`src/sv/bfsp_pkg.sv`:
```
// Shared types, constants and control structs of the best-fit surface pool.
package bfsp_pkg;

  localparam int FREE_DEPTH      = 16;
  localparam int BUSY_DEPTH      = 16;
  localparam int DIM_MAX         = 4096;
  localparam int FREE_IDX_W      = (FREE_DEPTH > 1) ? $clog2(FREE_DEPTH) : 1;
  localparam int BUSY_IDX_W      = (BUSY_DEPTH > 1) ? $clog2(BUSY_DEPTH) : 1;
  localparam int FREE_CNT_W      = $clog2(FREE_DEPTH + 1);
  localparam int BUSY_CNT_W      = $clog2(BUSY_DEPTH + 1);
  localparam int HANDLE_W        = 16;
  localparam int DIM_W           = 13;
  localparam int BYTES_W         = 32;
  localparam int BUDGET_W        = 28;
  localparam int AREA_W          = 2 * DIM_W;
  localparam int COST_W          = 2 * DIM_W + 1;
  localparam logic [BUDGET_W-1:0] BUDGET_RESET = 28'd7340032;

  typedef enum logic [2:0] {
    EV_HIT      = 3'd0,
    EV_CREATED  = 3'd1,
    EV_FAILED   = 3'd2,
    EV_RELEASED = 3'd3,
    EV_EVICTED  = 3'd4,
    EV_REJECTED = 3'd5
  } ev_e;

  typedef enum logic [3:0] {
    S_IDLE,
    S_CHECK,
    S_SCAN_RD,
    S_SCAN_SQ,
    S_SCAN_CMP,
    S_PICK,
    S_HIT,
    S_MISS_MUL,
    S_MISS_ADD,
    S_EV_CHK,
    S_EV_MUL,
    S_EV_OUT,
    S_CREATE,
    S_REL,
    S_REJ
  } state_e;

  typedef struct packed {
    logic [HANDLE_W-1:0] handle;
    logic [DIM_W-1:0]    w;
    logic [DIM_W-1:0]    h;
  } entry_t;

  typedef struct packed {
    logic accept_en;
    logic scan_clr;
    logic scan_rd;
    logic scan_sq;
    logic scan_cmp;
    logic miss_mul;
    logic miss_add;
    logic ev_mul;
    logic ev_out;
    logic hit;
    logic create;
    logic rel;
    logic rej;
  } cmd_t;

  typedef struct packed {
    logic                  in_fire;
    logic                  kind;
    logic                  bad;
    logic                  busy_full;
    logic                  busy_empty;
    logic                  free_full;
    logic                  free_empty;
    logic                  scan_last;
    logic                  found;
    logic                  over;
    logic                  out_free;
    logic [FREE_CNT_W-1:0] free_cnt;
    logic [BUSY_CNT_W-1:0] busy_cnt;
  } status_t;

endpackage

```
`src/sv/bfsp_if.sv`:
```
// Channel interfaces of the pool: request, result and budget write.
interface bfsp_in_if;
  logic                          valid;
  logic                          ready;
  logic                          kind;
  logic [bfsp_pkg::DIM_W-1:0]    req_width;
  logic [bfsp_pkg::DIM_W-1:0]    req_height;
  logic [bfsp_pkg::HANDLE_W-1:0] new_handle;
  logic                          create_ok;
  modport source (output valid, kind, req_width, req_height, new_handle, create_ok,
                  input ready);
  modport sink (input valid, kind, req_width, req_height, new_handle, create_ok,
                output ready);
endinterface

interface bfsp_out_if;
  logic                          valid;
  logic                          ready;
  logic [2:0]                    event_res;
  logic [bfsp_pkg::HANDLE_W-1:0] handle;
  logic [bfsp_pkg::DIM_W-1:0]    buf_width;
  logic [bfsp_pkg::DIM_W-1:0]    buf_height;
  logic [bfsp_pkg::BYTES_W-1:0]  memory_used;
  logic                          last;
  modport source (output valid, event_res, handle, buf_width, buf_height, memory_used,
                  last, input ready);
  modport sink (input valid, event_res, handle, buf_width, buf_height, memory_used,
                last, output ready);
endinterface

interface bfsp_cfg_if;
  logic                          valid;
  logic                          ready;
  logic [bfsp_pkg::BUDGET_W-1:0] memory_budget;
  modport source (output valid, memory_budget, input ready);
  modport sink (input valid, memory_budget, output ready);
endinterface

```
`src/sv/bfsp_ctrl.sv`:
```
// Sequencer of the pool: steps scan, miss, eviction and result beats.
module bfsp_ctrl (
  input  logic              clk_i,
  input  logic              rst_ni,
  input  bfsp_pkg::status_t st_i,
  output bfsp_pkg::cmd_t    cmd_o
);
  import bfsp_pkg::*;

  state_e state_q, state_d;

  // State register.
  always_ff @(posedge clk_i or negedge rst_ni) begin
    if (!rst_ni) begin
      state_q <= S_IDLE;
    end else begin
      state_q <= state_d;
    end
  end

  // Next-state logic.
  always_comb begin
    state_d = state_q;
    unique case (state_q)
      S_IDLE: begin
        if (st_i.in_fire) state_d = S_CHECK;
      end
      S_CHECK: begin
        if (!st_i.kind) begin
          if (st_i.bad || st_i.busy_full) state_d = S_REJ;
          else if (st_i.free_empty)       state_d = S_MISS_MUL;
          else                            state_d = S_SCAN_RD;
        end else begin
          if (st_i.busy_empty)     state_d = S_REJ;
          else if (st_i.free_full) state_d = S_EV_MUL;
          else                     state_d = S_REL;
        end
      end
      S_SCAN_RD:  state_d = S_SCAN_SQ;
      S_SCAN_SQ:  state_d = S_SCAN_CMP;
      S_SCAN_CMP: state_d = st_i.scan_last ? S_PICK : S_SCAN_RD;
      S_PICK:     state_d = st_i.found ? S_HIT : S_MISS_MUL;
      S_HIT: begin
        if (st_i.out_free) state_d = S_IDLE;
      end
      S_MISS_MUL: state_d = S_MISS_ADD;
      S_MISS_ADD: state_d = S_EV_CHK;
      S_EV_CHK: begin
        state_d = (!st_i.free_empty && st_i.over) ? S_EV_MUL : S_CREATE;
      end
      S_EV_MUL:   state_d = S_EV_OUT;
      S_EV_OUT: begin
        if (st_i.out_free) state_d = st_i.kind ? S_REL : S_EV_CHK;
      end
      S_CREATE, S_REL, S_REJ: begin
        if (st_i.out_free) state_d = S_IDLE;
      end
      default: state_d = S_IDLE;
    endcase
  end

  // Command outputs.
  always_comb begin
    cmd_o = '0;
    unique case (state_q)
      S_IDLE:     cmd_o.accept_en = 1'b1;
      S_CHECK:    cmd_o.scan_clr  = 1'b1;
      S_SCAN_RD:  cmd_o.scan_rd   = 1'b1;
      S_SCAN_SQ:  cmd_o.scan_sq   = 1'b1;
      S_SCAN_CMP: cmd_o.scan_cmp  = 1'b1;
      S_PICK:     cmd_o = '0;
      S_HIT:      cmd_o.hit       = st_i.out_free;
      S_MISS_MUL: cmd_o.miss_mul  = 1'b1;
      S_MISS_ADD: cmd_o.miss_add  = 1'b1;
      S_EV_CHK:   cmd_o = '0;
      S_EV_MUL:   cmd_o.ev_mul    = 1'b1;
      S_EV_OUT:   cmd_o.ev_out    = st_i.out_free;
      S_CREATE:   cmd_o.create    = st_i.out_free;
      S_REL:      cmd_o.rel       = st_i.out_free;
      S_REJ:      cmd_o.rej       = st_i.out_free;
      default:    cmd_o = '0;
    endcase
  end

endmodule

```
`src/sv/bfsp_dp.sv`:
```
// Datapath of the pool: free list, busy stack, byte count and result register.
module bfsp_dp (
  input  logic              clk_i,
  input  logic              rst_ni,
  input  bfsp_pkg::cmd_t    cmd_i,
  output bfsp_pkg::status_t st_o,
  bfsp_in_if.sink           in_i,
  bfsp_out_if.source        out_o,
  bfsp_cfg_if.sink          cfg_i
);
  import bfsp_pkg::*;

  entry_t free_q [FREE_DEPTH];
  entry_t busy_q [BUSY_DEPTH];
  logic [FREE_CNT_W-1:0] free_cnt_q;
  logic [BUSY_CNT_W-1:0] busy_cnt_q;
  logic [BYTES_W-1:0]    bytes_q, bytes_d;
  logic [BUDGET_W-1:0]   budget_q;

  // Latched request.
  logic                kind_q, ok_q;
  logic [DIM_W-1:0]    rw_q, rh_q;
  logic [HANDLE_W-1:0] nh_q;

  // Scan and arithmetic registers.
  logic [FREE_IDX_W-1:0] idx_q, best_q;
  logic                  found_q, fit_q;
  logic [DIM_W-1:0]      dw_q, dh_q;
  logic [AREA_W-1:0]     sqw_q, sqh_q, need_q, evb_q;
  logic [COST_W-1:0]     best_cost_q, cost;

  // Result register.
  logic                out_valid_q;
  ev_e                 ev_q;
  entry_t              oe_q;
  logic [BYTES_W-1:0]  omem_q;
  logic                olast_q;

  entry_t                cur, pop_e;
  logic                  in_fire, out_free;
  logic [BUSY_IDX_W-1:0] top_idx;
  logic                  emit;

  assign in_fire  = in_i.valid && cmd_i.accept_en;
  assign out_free = !out_valid_q || out_o.ready;
  assign in_i.ready  = cmd_i.accept_en;
  assign cfg_i.ready = 1'b1;
  assign cur      = free_q[idx_q];
  assign top_idx  = BUSY_IDX_W'(busy_cnt_q - BUSY_CNT_W'(1));
  assign pop_e    = busy_q[top_idx];
  assign cost     = COST_W'(sqw_q) + COST_W'(sqh_q);
  assign emit     = cmd_i.hit || cmd_i.ev_out || cmd_i.create || cmd_i.rel || cmd_i.rej;

  // Status toward the sequencer.
  always_comb begin
    st_o.in_fire    = in_fire;
    st_o.kind       = kind_q;
    st_o.bad        = (rw_q == '0) || (rh_q == '0) ||
                      (rw_q > DIM_W'(DIM_MAX)) || (rh_q > DIM_W'(DIM_MAX));
    st_o.busy_full  = busy_cnt_q >= BUSY_CNT_W'(BUSY_DEPTH);
    st_o.busy_empty = busy_cnt_q == '0;
    st_o.free_full  = free_cnt_q >= FREE_CNT_W'(FREE_DEPTH);
    st_o.free_empty = free_cnt_q == '0;
    st_o.scan_last  = (FREE_CNT_W'(idx_q) + FREE_CNT_W'(1)) >= free_cnt_q;
    st_o.found      = found_q;
    st_o.over       = bytes_q > BYTES_W'(budget_q);
    st_o.out_free   = out_free;
    st_o.free_cnt   = free_cnt_q;
    st_o.busy_cnt   = busy_cnt_q;
  end

  // Next byte count.
  always_comb begin
    bytes_d = bytes_q;
    if (cmd_i.miss_add)                 bytes_d = bytes_q + BYTES_W'({need_q, 2'b00});
    else if (cmd_i.ev_out)              bytes_d = bytes_q - BYTES_W'({evb_q, 2'b00});
    else if (cmd_i.create && !ok_q)     bytes_d = bytes_q - BYTES_W'({need_q, 2'b00});
  end

  // Control registers.
  always_ff @(posedge clk_i or negedge rst_ni) begin
    if (!rst_ni) begin
      free_cnt_q  <= '0;
      busy_cnt_q  <= '0;
      bytes_q     <= '0;
      budget_q    <= BUDGET_RESET;
      out_valid_q <= 1'b0;
      found_q     <= 1'b0;
      idx_q       <= '0;
    end else begin
      if (cfg_i.valid) budget_q <= cfg_i.memory_budget;
      bytes_q <= bytes_d;
      if (cmd_i.scan_clr) begin
        idx_q   <= '0;
        found_q <= 1'b0;
      end else if (cmd_i.scan_cmp) begin
        idx_q <= idx_q + FREE_IDX_W'(1);
        if (fit_q && (!found_q || cost < best_cost_q)) found_q <= 1'b1;
      end
      if (cmd_i.hit) begin
        free_cnt_q <= free_cnt_q - FREE_CNT_W'(1);
        busy_cnt_q <= busy_cnt_q + BUSY_CNT_W'(1);
      end else if (cmd_i.ev_out) begin
        free_cnt_q <= free_cnt_q - FREE_CNT_W'(1);
      end else if (cmd_i.create && ok_q) begin
        busy_cnt_q <= busy_cnt_q + BUSY_CNT_W'(1);
      end else if (cmd_i.rel) begin
        free_cnt_q <= free_cnt_q + FREE_CNT_W'(1);
        busy_cnt_q <= busy_cnt_q - BUSY_CNT_W'(1);
      end
      if (emit)              out_valid_q <= 1'b1;
      else if (out_o.ready)  out_valid_q <= 1'b0;
    end
  end

  // Request latch, scan arithmetic and size products.
  always_ff @(posedge clk_i) begin
    if (in_fire) begin
      kind_q <= in_i.kind;
      rw_q   <= in_i.req_width;
      rh_q   <= in_i.req_height;
      nh_q   <= in_i.new_handle;
      ok_q   <= in_i.create_ok;
    end
    if (cmd_i.scan_rd) begin
      fit_q <= (cur.w >= rw_q) && (cur.h >= rh_q);
      dw_q  <= cur.w - rw_q;
      dh_q  <= cur.h - rh_q;
    end
    if (cmd_i.scan_sq) begin
      sqw_q <= AREA_W'(dw_q) * AREA_W'(dw_q);
      sqh_q <= AREA_W'(dh_q) * AREA_W'(dh_q);
    end
    if (cmd_i.scan_cmp && fit_q && (!found_q || cost < best_cost_q)) begin
      best_cost_q <= cost;
      best_q      <= idx_q;
    end
    if (cmd_i.miss_mul) need_q <= AREA_W'(rw_q) * AREA_W'(rh_q);
    if (cmd_i.ev_mul)   evb_q  <= AREA_W'(free_q[0].w) * AREA_W'(free_q[0].h);
  end

  // Free list: removal closes the gap toward the oldest end, release appends.
  always_ff @(posedge clk_i) begin
    for (int j = 0; j < FREE_DEPTH - 1; j++) begin
      if ((cmd_i.hit && FREE_IDX_W'(j) >= best_q) || cmd_i.ev_out) begin
        free_q[j] <= free_q[j+1];
      end
    end
    if (cmd_i.rel) free_q[FREE_IDX_W'(free_cnt_q)] <= pop_e;
  end

  // Busy stack pushes.
  always_ff @(posedge clk_i) begin
    if (cmd_i.hit) begin
      busy_q[BUSY_IDX_W'(busy_cnt_q)] <= free_q[best_q];
    end else if (cmd_i.create && ok_q) begin
      busy_q[BUSY_IDX_W'(busy_cnt_q)] <= '{handle: nh_q, w: rw_q, h: rh_q};
    end
  end

  // Result beat payload.
  always_ff @(posedge clk_i) begin
    if (emit) begin
      omem_q  <= bytes_d;
      olast_q <= !cmd_i.ev_out;
      if (cmd_i.hit) begin
        ev_q <= EV_HIT;
        oe_q <= free_q[best_q];
      end else if (cmd_i.ev_out) begin
        ev_q <= EV_EVICTED;
        oe_q <= free_q[0];
      end else if (cmd_i.create) begin
        ev_q <= ok_q ? EV_CREATED : EV_FAILED;
        oe_q <= ok_q ? entry_t'{handle: nh_q, w: rw_q, h: rh_q} : '0;
      end else if (cmd_i.rel) begin
        ev_q <= EV_RELEASED;
        oe_q <= pop_e;
      end else begin
        ev_q <= EV_REJECTED;
        oe_q <= '0;
      end
    end
  end

  assign out_o.valid       = out_valid_q;
  assign out_o.event_res   = ev_q;
  assign out_o.handle      = oe_q.handle;
  assign out_o.buf_width   = oe_q.w;
  assign out_o.buf_height  = oe_q.h;
  assign out_o.memory_used = omem_q;
  assign out_o.last        = olast_q;

endmodule

```
`src/sv/best_fit_surface_pool.sv`:
```
// Top level of the best-fit surface pool: sequencer, datapath and checks.
// The pool takes one request beat at a time and answers with one to seventeen
// result beats, the final one flagged by last. A new request is taken once the
// previous one has issued its final beat, even while that beat still waits in
// the output register. An acquire walks the free list one entry at a time with
// a read, a square and a compare step per entry; a miss then computes the
// needed bytes and evicts the oldest free entries while over budget, and a
// release first evicts the oldest free entry when the free list is full. A
// stalled result side holds the sequencer at the next beat. The budget may be
// rewritten only while the pool is idle; there is no clearing pass after reset.
module best_fit_surface_pool (
  input  logic       clk_i,
  input  logic       rst_ni,
  bfsp_in_if.sink    in_i,
  bfsp_out_if.source out_o,
  bfsp_cfg_if.sink   cfg_i
);
  import bfsp_pkg::*;

  cmd_t    cmd;
  status_t st;

  bfsp_ctrl u_ctrl (
    .clk_i  (clk_i),
    .rst_ni (rst_ni),
    .st_i   (st),
    .cmd_o  (cmd)
  );

  bfsp_dp u_dp (
    .clk_i  (clk_i),
    .rst_ni (rst_ni),
    .cmd_i  (cmd),
    .st_o   (st),
    .in_i   (in_i),
    .out_o  (out_o),
    .cfg_i  (cfg_i)
  );

  // A result beat is only produced when the output register can take it.
  a_emit_slot: assert property (@(posedge clk_i) disable iff (!rst_ni)
    (cmd.hit || cmd.ev_out || cmd.create || cmd.rel || cmd.rej) |-> st.out_free)
    else $error("result produced while output register is occupied");

  // The counts never exceed the storage depths.
  a_counts: assert property (@(posedge clk_i) disable iff (!rst_ni)
    (st.free_cnt <= FREE_CNT_W'(FREE_DEPTH)) && (st.busy_cnt <= BUSY_CNT_W'(BUSY_DEPTH)))
    else $error("pool count out of range");

  // The pool is not ready in the cycle after it takes a request.
  a_busy_after_accept: assert property (@(posedge clk_i) disable iff (!rst_ni)
    st.in_fire |=> !in_i.ready)
    else $error("request taken while previous one in work");

  // A release never appends to a full free list nor pops an empty busy stack.
  a_rel_room: assert property (@(posedge clk_i) disable iff (!rst_ni)
    cmd.rel |-> !st.free_full && !st.busy_empty)
    else $error("release with no room or empty stack");

endmodule
```
`src/flat_wrapper.sv`:
```
// flat-port wrapper written by rule: the top's interface ports become plain ports
module best_fit_surface_pool_flat import bfsp_pkg::*;
  (clk_i, rst_ni, in_i_valid, in_i_kind, in_i_req_width, in_i_req_height, in_i_new_handle, in_i_create_ok, in_i_ready, out_o_valid, out_o_event_res, out_o_handle, out_o_buf_width, out_o_buf_height, out_o_memory_used, out_o_last, out_o_ready, cfg_i_valid, cfg_i_memory_budget, cfg_i_ready);
  bfsp_in_if in_i_i ();
  bfsp_out_if out_o_i ();
  bfsp_cfg_if cfg_i_i ();
  input  logic clk_i;
  input  logic rst_ni;
  input wire logic [$bits(in_i_i.valid)-1:0] in_i_valid;
  input wire logic [$bits(in_i_i.kind)-1:0] in_i_kind;
  input wire logic [$bits(in_i_i.req_width)-1:0] in_i_req_width;
  input wire logic [$bits(in_i_i.req_height)-1:0] in_i_req_height;
  input wire logic [$bits(in_i_i.new_handle)-1:0] in_i_new_handle;
  input wire logic [$bits(in_i_i.create_ok)-1:0] in_i_create_ok;
  output wire logic [$bits(in_i_i.ready)-1:0] in_i_ready;
  output wire logic [$bits(out_o_i.valid)-1:0] out_o_valid;
  output wire logic [$bits(out_o_i.event_res)-1:0] out_o_event_res;
  output wire logic [$bits(out_o_i.handle)-1:0] out_o_handle;
  output wire logic [$bits(out_o_i.buf_width)-1:0] out_o_buf_width;
  output wire logic [$bits(out_o_i.buf_height)-1:0] out_o_buf_height;
  output wire logic [$bits(out_o_i.memory_used)-1:0] out_o_memory_used;
  output wire logic [$bits(out_o_i.last)-1:0] out_o_last;
  input wire logic [$bits(out_o_i.ready)-1:0] out_o_ready;
  input wire logic [$bits(cfg_i_i.valid)-1:0] cfg_i_valid;
  input wire logic [$bits(cfg_i_i.memory_budget)-1:0] cfg_i_memory_budget;
  output wire logic [$bits(cfg_i_i.ready)-1:0] cfg_i_ready;
  assign in_i_i.valid = in_i_valid;
  assign in_i_i.kind = in_i_kind;
  assign in_i_i.req_width = in_i_req_width;
  assign in_i_i.req_height = in_i_req_height;
  assign in_i_i.new_handle = in_i_new_handle;
  assign in_i_i.create_ok = in_i_create_ok;
  assign in_i_ready = in_i_i.ready;
  assign out_o_valid = out_o_i.valid;
  assign out_o_event_res = out_o_i.event_res;
  assign out_o_handle = out_o_i.handle;
  assign out_o_buf_width = out_o_i.buf_width;
  assign out_o_buf_height = out_o_i.buf_height;
  assign out_o_memory_used = out_o_i.memory_used;
  assign out_o_last = out_o_i.last;
  assign out_o_i.ready = out_o_ready;
  assign cfg_i_i.valid = cfg_i_valid;
  assign cfg_i_i.memory_budget = cfg_i_memory_budget;
  assign cfg_i_ready = cfg_i_i.ready;
  best_fit_surface_pool u_core (.clk_i(clk_i), .rst_ni(rst_ni), .in_i(in_i_i), .out_o(out_o_i), .cfg_i(cfg_i_i));
endmodule
```
`config.mk`:
```
export PLATFORM = sky130hd
export DESIGN_NAME = best_fit_surface_pool_flat
export DESIGN_NICKNAME = d
export VERILOG_FILES = /design/src/sv/bfsp_pkg.sv /design/src/sv/bfsp_if.sv /design/src/sv/bfsp_ctrl.sv /design/src/sv/bfsp_dp.sv /design/src/sv/best_fit_surface_pool.sv /design/src/flat_wrapper.sv
export SDC_FILE = /design/constraint.sdc
export NUM_CORES = 2
export LEC_CHECK = 0
export ABC_CLOCK_PERIOD_IN_PS = 7950
export BUFFER_PORTS_ARGS = -buffer_cell sky130_fd_sc_hd__buf_2
export CORE_MARGIN = 1.5
export CORE_UTILIZATION = 33
export CTS_BUF_LIST = sky130_fd_sc_hd__clkbuf_8 sky130_fd_sc_hd__clkbuf_16
export CTS_CLUSTER_DIAMETER = 120
export CTS_CLUSTER_SIZE = 16
export DETAILED_ROUTE_END_ITERATION = 6
export GPL_TIMING_DRIVEN = 0
export PLACE_DENSITY = 0.5
export REMOVE_ABC_BUFFERS = 1
export SLEW_MARGIN = 20
export SYNTH_ARGS = -nofsm -noshare
export SYNTH_HDL_FRONTEND = slang
export SYNTH_SLANG_ARGS = --single-unit
```
`constraint.sdc`:
```
create_clock -name clk_i -period 7.95 [get_ports clk_i]
set_input_delay 2.385 -clock clk_i [delete_from_list [all_inputs] [get_ports clk_i]]
set_output_delay 2.385 -clock clk_i [all_outputs]
set_load 0.01 [all_outputs]
```
==> summary.md <==
| Metric | Value |
|---|---|
| Outcome | `complete, no violations` |
| WP data arrival | `7.73 ns` |
| Rel. slew slack | `23.59%` |
| CTS buffer count | `119` |
| Fin nets | `8585` |
| PnR worst setup slack | `0.7686 ns` |
| Setup Fix Bufs, Post-CTS | `0` |
| Chip height | `560.6 um` |
| Via-per-instance ratio | `5.378` |
| Core ar. | `309100 um2` |
| Largest net degree at the start of global routing | `55` |
| Register area share after synthesis | `49.51%` |
| First-pass GRT wire length | `459.1 mm` |
| PortBufs | `154` |
| Finished Cell Area | `115300 um2` |
| Vias in the first global route | `65370` |
| Fmax | `0.1392 GHz` |
| Post-CTS Hold Fix Bufs | `0` |
| CP bufs+invs | `5` |
| Critical path launch point type | `flop` |
| Final Hold Violating Endpoints | `0` |
| Async set or reset register ratio after synthesis | `4.572%` |
| Commonest cells in the netlist | `1624 x edfxtp_1, 867 x inv_1, 698 x mux2_2` |
| CP Cell Sequence | `inv_1, nor2_1, fa_1, inv_1, fa_1, inv_1, fa_1, inv_1, fa_1, fa_1, inv_1, ha_1, a2111oi_0, o21ai_0, a311oi_1, o21ai_0, nand3_1, nand3_1, a31o_2, a21oi_1, xnor2_1` |
| Placed Area | `111900 um2` |
| Average size of a mapped cell | `13.82 um2` |
| Initial antenna violation count | `19` |
| Worst Tran Pin Value | `1.146 ns` |
| Cells after DPL | `11600` |
| Yosys warnings | `0` |
| DR WL/cell | `26.76 um` |
| Final Wtd Congestion | `0.8231` |
| Synth Cell Area | `102600 um2` |
| Synth Instances | `7424` |
| Final period utilization | `90.33%` |
| Final WL | `314.7 mm` |
| Post-synth EDFFs | `1624` |
| Non-filler instance count after layout | `11760` |
| Die width | `560.6 um` |
| Layout cell share with drive strength beyond 1 | `24.54%` |
| Initial Utilization | `33.20%` |
| P&R area growth vs syn | `12.39%` |
| GRT Residual Overflow | `0` |
| Pre-CTS setup slack | `0.7613 ns` |
| Worst-path fanout max | `13` |
| Highest-delay cell along the critical path | `edfxtp_1` |
| Top FF cell, synth | `edfxtp_1` |
| Yosys top cell by area | `edfxtp_1` |
| CTS resizes | `0` |
| Die area | `314300 um2` |
| Detail Placement HPWL | `230.0 mm` |
| Data required, critical path | `8.50 ns` |
| Drt pass-1 iters | `6` |
| Max_cap viols | `0` |
| CTS HTree Levels | `3` |
| Worst skew pair latency | `0.84 ns` |
| Final Max Slew Viols | `0` |
| Share of the synthesized area in the top cell type | `47.52%` |
| Skew final | `0.09328 ns` |
| Remaining antenna violation count | `0` |
| I/O pins | `158` |
| Fin crit period | `7.181 ns` |
| Final setup viols | `0` |
| CTS Sinks | `1706` |
| Hold crit path type | `flop to flop` |
| Critical path endpoint category | `flop` |
| Delay-heaviest family, CP | `adder cells` |
| Via count | `63250` |
| Post-synthesis cell type count | `87` |
| Most frequent cell after synthesis | `edfxtp_1` |
| Crit Path Class | `flop to flop` |
| DRC | `0` |
| FP Rows | `204` |
| Critical path's largest stage delay | `1.04 ns` |
| Gr usage total | `19.87%` |
| Setup TNS | `0 ns` |
| Fillcell total | `29090` |
| Synth top area cells | `edfxtp_1 48%, mux4_2 10%, fa_1 8.5%` |
| Clock root cell | `clkbuf_16` |
| Starting DRC count in detailed routing | `5964` |
| Synth Register Bits | `1706` |
| CTS tree | `yes` |
| Reg clk slew, reported paths | `0.08 ns` |
| RSZ-0062 raised after global routing | `false` |
| CTS max path bufs | `3` |
==> worst reg2reg max path, stage by stage (launching register included) <==
cell	delay [ns]
edfxtp_1	1.04
inv_1	0.45
nor2_1	0.26
fa_1	0.42
inv_1	0.08
fa_1	0.40
inv_1	0.09
fa_1	0.42
inv_1	0.09
fa_1	0.41
fa_1	0.49
inv_1	0.04
ha_1	0.32
a2111oi_0	0.48
o21ai_0	0.30
a311oi_1	0.43
o21ai_0	0.24
nand3_1	0.16
nand3_1	0.13
a31o_2	0.26
a21oi_1	0.17
xnor2_1	0.23
==> routing by layer <==
metal	track usage, %	share of wire, %	up-vias
li1	-	-	27370
met1	26.90	43	33160
met2	32.90	47	2202
met3	2.828	6.0	500
met4	6.174	3.4	10
met5	0	0.021	-
==> flip-flops by register name, summed over array words and instances (netlist names), 16 cells and up, named ones only <==
name	count
u_core.u_dp.best_cost_q	27
u_core.u_dp.budget_q	28
u_core.u_dp.busy_q	672
u_core.u_dp.bytes_q	30
u_core.u_dp.evb_q	26
u_core.u_dp.free_q	672
u_core.u_dp.need_q	26
u_core.u_dp.nh_q	16
u_core.u_dp.out_o.handle	16
u_core.u_dp.out_o.memory_used	30
u_core.u_dp.sqh_q	25
u_core.u_dp.sqw_q	25
==> path summary, 6_finish.rpt <==
check                                         startpoint  cells after the start  slack [ns]                  endpoint
min in group asynchronous                         rst_ni                      1        1.56  u_core.u_dp.budget_q[12]
worst max register to register       u_core.u_dp.rw_q[7]                     21        0.77    u_core.u_dp.need_q[25]
worst min register to register  u_core.u_dp.budget_q[22]                      2        0.51  u_core.u_dp.budget_q[22]
max in group asynchronous                         rst_ni                      2        5.72  u_core.u_dp.budget_q[22]
worst min-delay path            u_core.u_dp.budget_q[22]                      2        0.51  u_core.u_dp.budget_q[22]
worst max-delay path                 u_core.u_dp.rw_q[7]                     21        0.77    u_core.u_dp.need_q[25]
==> layout by cell type, fill, tap and decap left out, drive strengths merged, types with 25 or more instances in the layout <==
master and instances:
a211oi 25, a21o 80, a21oi 192, a221oi 39, a222oi 42, a22oi 26
and2 158, buf 457, clkbuf 120, dfrtp 75, edfxtp 1624, fa 437
ha 473, inv 902, mux2 698, mux2i 90, mux4 472, nand2 544
nand2b 45, nand3 47, nor2 267, nor2b 37, nor3 77, o211ai 28
o21ai 181, xnor2 140, xor2 55
==> cell type report <==
class	count	area, um2	share of cell area (%)
flip-flops and latches	1706	50840	44.08
multi-input cells	4435	47330	41.04
repair buffers	457	5339	4.629
well taps	4120	5155	4.470
inverters	879	3299	2.861
clock buffers	120	3003	2.604
clock inverters	41	362.8	0.3146
diodes	3	7.507	0.006509
==> logic make-up (layout without fill, tap and decap cells) <==
kind of cell    count (synthesis)  count (layout)  share of synthesized area, %
compound gates                791             791                         5.158
xor+xnor                      195             195                         1.664
fa+ha+maj                     910             910                         14.29
buf+inv                      1285            1497                         4.774
flops                        1706            1706                         49.51
mux                          1260            1260                         18.90
other cells                     2               7                      0.007319
simple gates                 1275            1275                         5.700
==> per-stage QoR <==
stage	util, %	hold WS (ns)
6_report	37.31	0.5113
5_1_grt	37.31	0.5323
3_3_place_gp	34.60	0.5018
2_1_floorplan	-	0.4494
3_5_place_dp	36.21	0.5036
4_1_cts	37.30	0.5186
Power is not shown: default switching activity piles up to over one toggle a cycle in this logic, so the estimate is an artifact.
